===== config.mk =====
export PLATFORM = sky130hd
export DESIGN_NAME = smftl_ram
export DESIGN_NICKNAME = d
export VERILOG_FILES = /design/src/hw/rtl/smftl_ram.sv
export SDC_FILE = /design/constraint.sdc
export NUM_CORES = 1
export LEC_CHECK = 0
export BUFFER_PORTS_ARGS = -buffer_cell sky130_fd_sc_hd__buf_4
export CAP_MARGIN = 10
export CORE_ASPECT_RATIO = 2
export CORE_MARGIN = 4
export CORE_UTILIZATION = 38
export DETAILED_ROUTE_END_ITERATION = 16
export PLACE_DENSITY = 0.53
export SETUP_SLACK_MARGIN = 0.1
export SKIP_CTS_REPAIR_TIMING = 1
export SLEW_MARGIN = 20
export SYNTH_ARGS = -nofsm -noshare
export SYNTH_HDL_FRONTEND = slang
export SYNTH_SLANG_ARGS = --single-unit

===== constraint.sdc =====
create_clock -name clk -period 3.02 [get_ports clk]
set_input_delay 0.906 -clock clk [delete_from_list [all_inputs] [get_ports clk]]
set_output_delay 0.906 -clock clk [all_outputs]
set_load 0.01 [all_outputs]

===== src/hw/rtl/smftl_ram.sv =====
module smftl_ram #(
	parameter int WIDTH = 8,
	parameter int DEPTH = 16,
	localparam int AW = (DEPTH > 1) ? $clog2(DEPTH) : 1
) (
	input  logic             clk,
	input  logic             we,
	input  logic [AW-1:0]    waddr,
	input  logic [WIDTH-1:0] wdata,
	input  logic [AW-1:0]    raddr,
	output logic [WIDTH-1:0] rdata
);

	logic [WIDTH-1:0] mem [DEPTH];

	always_ff @(posedge clk) begin
		if (we) begin
			mem[waddr] <= wdata;
		end
		rdata <= mem[raddr];
	end

endmodule


* Word level (Yosys, flattened, before mapping)
Memory sizes are Yosys's and may differ from the RTL's. A register that Yosys moved wholly into a read port is not among the register bits.
Index checks and enable logic that the tools add are counted.
** Storage, ports and cells
- Bits in writable memories :: 128
- Register bits after elaboration :: 0
- Memories kept :: 1
- Output and inout bits :: 8
- Input bits :: 18
** Memory list
- mem :: words 16, bits a word 8, rd ports 1, clocked after memory_dff 1, wr ports 1, RTL line 14 : logic [WIDTH-1:0] mem [DEPTH];
** Cells by class
- Multiplexer cells :: 2
** Operator list (number)
- 1-bit two-way mux :: 2

* Depth between registers and ports, before layout
Gate-level depths: netlist (run 1).
- Depth in word-level cells :: 2
- Mapped depth :: 5
- Mapped depth without buffers :: 3

* Least setup slack after synthesis (run 1)
No wires, ideal clock.
- Path type :: input port to flip-flop
- Start point :: input waddr[2]
- End point :: memory mem[0][0], enable pin
- Arrival time :: 2.016 ns
- Setup slack :: 0.621 ns
- Data required time :: 2.637 ns
- Stages on the path :: 2
- Cells stage by stage :: or3b_2 -> nor3_1
** RTL lines
- start, declared :: RTL line 8 : input logic [AW-1:0] waddr,
- end, declared :: RTL line 14
No word-level cell before the write port.

==> impl_metrics.env, run 1 <==
export IMPL_total_die_area_um2=15580
export IMPL_finalMaxSlewViolations=0
export IMPL_hold_viol=0
export IMPL_final_setup_violation_count=0
export IMPL_netlist_top_cells_area="sky130_fd_sc_hd__edfxtp_1, sky130_fd_sc_hd__mux4_2, sky130_fd_sc_hd__mux4_1, sky130_fd_sc_hd__dfxtp_1, sky130_fd_sc_hd__a22oi_1"
export IMPL_floorplan_die_width_um=90.30
export IMPL_global_route_usage_total_pct=14.46
export IMPL_via_count_of_the_first_global_routing_pass=2634
export IMPL_routed_top_layer="met4"
export IMPL_filler_cell_count=1109
export IMPL_dominantRegCellSynth="sky130_fd_sc_hd__edfxtp_1"
export IMPL_vias_per_cell=5.354
export IMPL_post_dp_hpwl_mm=7.049
export IMPL_power_density_nw_per_um2=718.6
export IMPL_timing_rr_start="mem[1][5]"
export IMPL_synth_enable_flop_cells=128
export IMPL_fin_worst_skew_ns=0.008930
export IMPL_wl_per_cell_um=23.39
export IMPL_intPower_mw=3.587
export IMPL_initial_cell_density_of_the_core_pct=39.17
export IMPL_seq_power_share_pct=47.6
export IMPL_wl_met1_mm=3.961
export IMPL_peakVddDrop_mv=0.3848
export IMPL_route_met3_wl_um=274
export IMPL_ys_seq_elements=136
export IMPL_num_vias=2404
export IMPL_cts_sinks=136
export IMPL_r2r_cells=3
export IMPL_setup_total_negative_slack_ns=0
export IMPL_ys_seq_area_share_pct=77.78
export IMPL_setup_crit_end_kind="flip-flop"
export IMPL_timing_critical_path_required_ns=3.31
export IMPL_placementRows=59
export IMPL_final_period_utilization_pct=67.04
export IMPL_hold_ws_ns=0.6679
export IMPL_area_after_detailed_placement_um2=5597
export IMPL_slew_headroom_pct=43.84
export IMPL_post_synth_num_cell_types=19
export IMPL_report_power_total_mw=4.464
export IMPL_worst_r2r_endpoint="rdata[5]"
export IMPL_clock_tree_from_tritoncts="done"
export IMPL_synth_most_common_cell="sky130_fd_sc_hd__edfxtp_1"
export IMPL_top_area_cell_type_share_of_the_netlist_area_pct=74.67
export IMPL_worstHoldEndpoint="rdata[1]"
export IMPL_ioPinCount=26
export IMPL_rrSetupSlack_ns=1.69
export IMPL_fin_nets=302
export IMPL_source_of_the_worst_hold_timing_path="mem[12][1]"
export IMPL_syn_area_um2=5147
export IMPL_arrival_worst_endpoint_ns=2.31
export IMPL_grt_ovfl_total=0
export IMPL_cp_start_kind="input port"
export IMPL_final_core_util_pct=47.28
export IMPL_timing_setup_critical_path_class="input port to flip-flop"
export IMPL_power_leakage_nw=2.116
export IMPL_cts_path_max_buffers=2
export IMPL_grt_antenna_before_repair=0
export IMPL_rsz0062_at_grt="false"
export IMPL_drv_max_cap_violation_count=0
export IMPL_postSynthNetCount=247
export IMPL_path_clk_slew_ns=0.06
export IMPL_synthDominantAreaCellType="sky130_fd_sc_hd__edfxtp_1"
export IMPL_clock_power_share_pct=47.8
export IMPL_post_route_cells_drive_above_1_share_pct=31.65
export IMPL_wl_met2_mm=6.062
export IMPL_area_delta_synth_final_pct=20.69
export IMPL_firstDrtPassIters=5
export IMPL_number_of_cts_inserted_buffers=17
export IMPL_port_buffer_count=25
export IMPL_clock_latency_ns=0.41
export IMPL_drt_drc_violations_left=0
export IMPL_synth_cells_most_frequent="sky130_fd_sc_hd__edfxtp_1, sky130_fd_sc_hd__mux4_2, sky130_fd_sc_hd__a22oi_1, sky130_fd_sc_hd__mux4_1, sky130_fd_sc_hd__nor2_1"
export IMPL_hold_path_class="flip-flop to flip-flop"
export IMPL_avgSynthCellArea_um2=22.48
export IMPL_switching_power_uw=876.9
export IMPL_grt_max_degree=33
export IMPL_wirelength_mm=10.50
export IMPL_gp_congestion=0.7004
export IMPL_core_area_um2=13140
export IMPL_sw_frac_of_total_pct=19.64
export IMPL_synth_async_sr_flop_share_pct=0
export IMPL_timing_fmax_ghz=0.4939
export IMPL_die_h_um=172.6
export IMPL_power_frac_comb_pct=4.7
export IMPL_postSynthCellCount=229
export IMPL_timing_worst_slew_pin_value_ns=0.8406
export IMPL_grt_first_pass_wirelength_mm=16.19
export IMPL_worst_path_max_fanout=18
export IMPL_timing_final_crit_period_ns=2.025
export IMPL_worst_hold_path_num_cells=3
export IMPL_drt_initial_drc_count=170
export IMPL_synth_yosys_warnings=0
export IMPL_cts_root_buf="sky130_fd_sc_hd__clkbuf_16"
export IMPL_ant_nets=0
export IMPL_antennaDiodeCount=0
export IMPL_finalInstanceArea_um2=6212
export IMPL_htreeDepth=4
export IMPL_status="finished, final reports clean"
==> registers in the layout (all words and copies together), names as in the netlist <==
name	flops
rdata	8
mem	128
==> layout make-up <==
type                            count  area [µm²]  area share (%)
Tap cell                          152       190.2           3.061
Timing Repair Buffer               46       345.3           5.559
Sequential cell                   136        4004           64.45
Clock inverter                     12       178.9           2.880
Multi-Input combinational cell     83        1057           17.02
Clock buffer                       20       436.7           7.029
==> power groups by stage <==
stage | Clock (mW) | Sequential [mW] | Combinational, mW
after floorplan | 0 | 2.16 | 0.107
after detailed placement | 0 | 2.16 | 0.215
final | 2.13 | 2.12 | 0.209
after global placement | 0 | 2.16 | 0.211
after global routing | 2.26 | 2.13 | 0.229
after CTS | 2.17 | 2.12 | 0.216
==> worst max path at each step <==
stage | startpoint | end | slack, ns
6_report | raddr[0] | rdata[0] | 1.0
5_1_grt | raddr[0] | rdata[1] | 0.88
4_1_cts | raddr[0] | rdata[2] | 0.95
3_5_place_dp | raddr[0] | rdata[2] | 0.53
3_3_place_gp | raddr[0] | rdata[2] | 0.54
2_1_floorplan | waddr[2] | mem[0][0] | 0.62
==> cells by family after synthesis <==
kind of cell | synth area share [%]
compound gates | 2.334
buf+inv | 1.677
flops | 77.78
mux | 15.02
simple gates | 3.184
==> worst max-delay path, cell delays in order <==
cell and delay, ns:
sky130_fd_sc_hd__buf_4 0.30, sky130_fd_sc_hd__buf_4 0.25, sky130_fd_sc_hd__mux4_1 0.55, sky130_fd_sc_hd__a22oi_1 0.19, sky130_fd_sc_hd__nand2_1 0.08
==> routing by layer <==
layer,vias up,global-route usage (%)
li1,1084,-
met1,1255,15.79
met2,52,26.51
met3,13,3.783
met4,0,5.499
met5,-,0
==> metrics by stage <==
| step | worst slack [ns] | std cells |
|---|---|---|
| 2_1_floorplan | 0.6211 | 229 |
| 3_3_place_gp | 0.5411 | 417 |
| 3_5_place_dp | 0.5261 | 417 |
| 4_1_cts | 0.9466 | 449 |
| 5_1_grt | 0.8801 | 449 |
| 6_report | 0.9954 | 449 |
==> placed cells by master (no fill, tap or decap) <==
cell type                      n
sky130_fd_sc_hd__a22oi_1      16
sky130_fd_sc_hd__and2_1        1
sky130_fd_sc_hd__and2b_1       1
sky130_fd_sc_hd__buf_4        46
sky130_fd_sc_hd__bufinv_16     4
sky130_fd_sc_hd__clkbuf_1      3
sky130_fd_sc_hd__clkbuf_16    17
sky130_fd_sc_hd__clkinv_2      2
sky130_fd_sc_hd__clkinv_4      3
sky130_fd_sc_hd__clkinvlp_4    3
sky130_fd_sc_hd__dfxtp_1       8
sky130_fd_sc_hd__edfxtp_1    128
sky130_fd_sc_hd__mux4_1       14
sky130_fd_sc_hd__mux4_2       18
sky130_fd_sc_hd__nand2_1       9
sky130_fd_sc_hd__nand2b_1      2
sky130_fd_sc_hd__nand3_1       1
sky130_fd_sc_hd__nand3b_1      2
sky130_fd_sc_hd__nor2_1       13
sky130_fd_sc_hd__nor2b_1       1
sky130_fd_sc_hd__nor3_1        4
sky130_fd_sc_hd__or3b_2        1
(Power assumes the default switching activity.)
==> run 2, diff against run 1 <==
==> constraint.sdc (replaced) <==
create_clock -name clk -period 2.02 [get_ports clk]
set_input_delay 0.606 -clock clk [delete_from_list [all_inputs] [get_ports clk]]
set_output_delay 0.606 -clock clk [all_outputs]
set_load 0.01 [all_outputs]
==> run 2 against run 1 <==
Net effect:
- clock power increased by 40%
- setup slack got worse by 0.57 ns
- power grew 45%
- utilization increased by 0.51 points
- hold slack worse by 0.17 ns
- critical path type unchanged
- critical endpoint is now rdata[3]
- largest cell class unchanged
==> impl_metrics.env, run 2 (synthesis results as in run 1) <==
export IMPL_status="finished, final reports clean"
export IMPL_hold_path_class="input port to flip-flop"
export IMPL_wirelength_mm=10.60
export IMPL_wl_per_cell_um=23.19
export IMPL_num_vias=2455
export IMPL_floorplan_die_width_um=90.30
export IMPL_cts_root_buf="sky130_fd_sc_hd__clkbuf_16"
export IMPL_worst_hold_path_num_cells=1
export IMPL_grt_first_pass_wirelength_mm=16.77
export IMPL_mostFrequentLayoutCell="sky130_fd_sc_hd__edfxtp_1"
export IMPL_hold_viol=0
export IMPL_clock_tree_from_tritoncts="done"
export IMPL_final_core_util_pct=47.79
export IMPL_fin_worst_skew_ns=0.009937
export IMPL_die_h_um=172.6
export IMPL_grt_max_degree=17
export IMPL_core_area_um2=13140
export IMPL_timing_worst_slew_pin_value_ns=0.8104
export IMPL_power_density_nw_per_um2=1033
export IMPL_final_setup_violation_count=0
export IMPL_r2r_cells=3
export IMPL_final_period_utilization_pct=78.73
export IMPL_cts_sinks=136
export IMPL_drt_drc_violations_left=0
export IMPL_timing_critical_path_required_ns=2.32
export IMPL_rrSetupSlack_ns=0.70
export IMPL_drv_max_cap_violation_count=0
export IMPL_initial_cell_density_of_the_core_pct=39.17
export IMPL_timing_final_crit_period_ns=1.590
export IMPL_antennaDiodeCount=0
export IMPL_drt_initial_drc_count=181
export IMPL_largestRegisters="mem: 128 flops, rdata: 8 flops"
export IMPL_largest_reg_flops=128
export IMPL_cts_path_max_buffers=2
export IMPL_vias_per_cell=5.372
export IMPL_total_die_area_um2=15580
export IMPL_pre_cts_slack_ns=-0.009883
export IMPL_gp_congestion=0.7360
export IMPL_path_common_cell="sky130_fd_sc_hd__buf_4"
export IMPL_placementRows=59
export IMPL_arrival_worst_endpoint_ns=1.89
export IMPL_power_leakage_nw=2.151
export IMPL_setup_crit_end_kind="flip-flop"
export IMPL_firstDrtPassIters=4
export IMPL_cpPeakStageDelay_ns=0.59
export IMPL_setup_total_negative_slack_ns=0
export IMPL_worst_r2r_endpoint="rdata[3]"
export IMPL_ioPinCount=26
export IMPL_global_route_usage_total_pct=14.91
export IMPL_post_dp_hpwl_mm=7.337
export IMPL_timing_setup_critical_path_class="input port to flip-flop"
export IMPL_timing_fmax_ghz=0.6288
export IMPL_peakVddDrop_mv=0.7042
export IMPL_finalWorstSetupSlack_ns=0.4297
export IMPL_source_of_the_worst_hold_timing_path="wdata[2]"
export IMPL_report_power_total_mw=6.490
export IMPL_grt_ovfl_total=0
export IMPL_worstHoldEndpoint="mem[5][2]"
export IMPL_finalMaxSlewViolations=0
export IMPL_clock_latency_ns=0.41
export IMPL_slew_headroom_pct=45.77
export IMPL_timing_rr_start="mem[1][3]"
export IMPL_crit_path_cell_trace="buf_4, buf_4, mux4_1, a22oi_1, nand2_1"
export IMPL_worst_path_max_fanout=7
export IMPL_critPathSlowestCell="sky130_fd_sc_hd__mux4_1"
export IMPL_via_count_of_the_first_global_routing_pass=2732
export IMPL_grt_antenna_before_repair=0
export IMPL_rsz0062_at_grt="false"
export IMPL_cp_start_kind="input port"
export IMPL_htreeDepth=4
export IMPL_port_buffer_count=25
export IMPL_registers_top_by_ff_count="mem"
export IMPL_post_route_cells_drive_above_1_share_pct=34.10
export IMPL_fin_nets=310
export IMPL_ant_nets=0
export IMPL_layout_cells_most_common_list="sky130_fd_sc_hd__edfxtp_1, sky130_fd_sc_hd__buf_4, sky130_fd_sc_hd__mux4_2, sky130_fd_sc_hd__clkbuf_16, sky130_fd_sc_hd__a22oi_1"
export IMPL_number_of_cts_inserted_buffers=17
export IMPL_path_clk_slew_ns=0.06
export IMPL_area_delta_synth_final_pct=22.00
export IMPL_filler_cell_count=1116
[run 2: power by group]
| part | internal (mW) | switching [mW] |
|---|---|---|
| registers | 3.15 | 0.0179 |
| clock network | 1.83 | 1.16 |
| logic | 0.157 | 0.173 |
| total | 5.14 | 1.35 |
[run 2: worst max-delay path, delay by kind of cell]
family                 cells  cell delay, ns
multiplexers               1            0.59
buffers and inverters      2            0.37
AO/OA/AOI/OAI              1            0.23
AND/OR/NAND/NOR            1            0.09
[run 2: layer usage]
metal | track usage (%) | routed length, µm | vias to the layer above
met4 | 5.563 | 182 | 0
met3 | 3.957 | 265 | 15
met5 | 0 | 0 | -
li1 | - | - | 1098
met2 | 26.69 | 6057 | 47
met1 | 16.91 | 4093 | 1295
[run 2: final cells by class]
type	count	area [µm²]	area share, %
flip-flops and latches	136	4004	63.76
multi-input cells	83	1062	16.92
repair buffers	54	442.9	7.053
clock buffers	19	432.9	6.894
well taps	152	190.2	3.028
clock inverters	13	147.6	2.351
[run 2: metrics by stage]
stage | instances | hold WS (ns) | cell area (µm²)
final | 457 | 0.5028 | 6280
after global placement | 425 | 0.6545 | 5699
after floorplan | 229 | 0.6293 | 5152
after detailed placement | 425 | 0.6629 | 5699
after CTS | 457 | 0.4791 | 6280
after global routing | 457 | 0.4942 | 6280
[run 2: worst max path at each step]
stage                     startpoint   endpoint  slack, ns
after floorplan             waddr[2]  mem[3][0]       0.15
after global placement      raddr[0]   rdata[3]       0.01
after detailed placement    raddr[0]   rdata[3]      -0.01
after CTS                   raddr[0]   rdata[3]       0.43
after global routing        raddr[0]   rdata[5]       0.37
final                       raddr[0]   rdata[3]       0.43
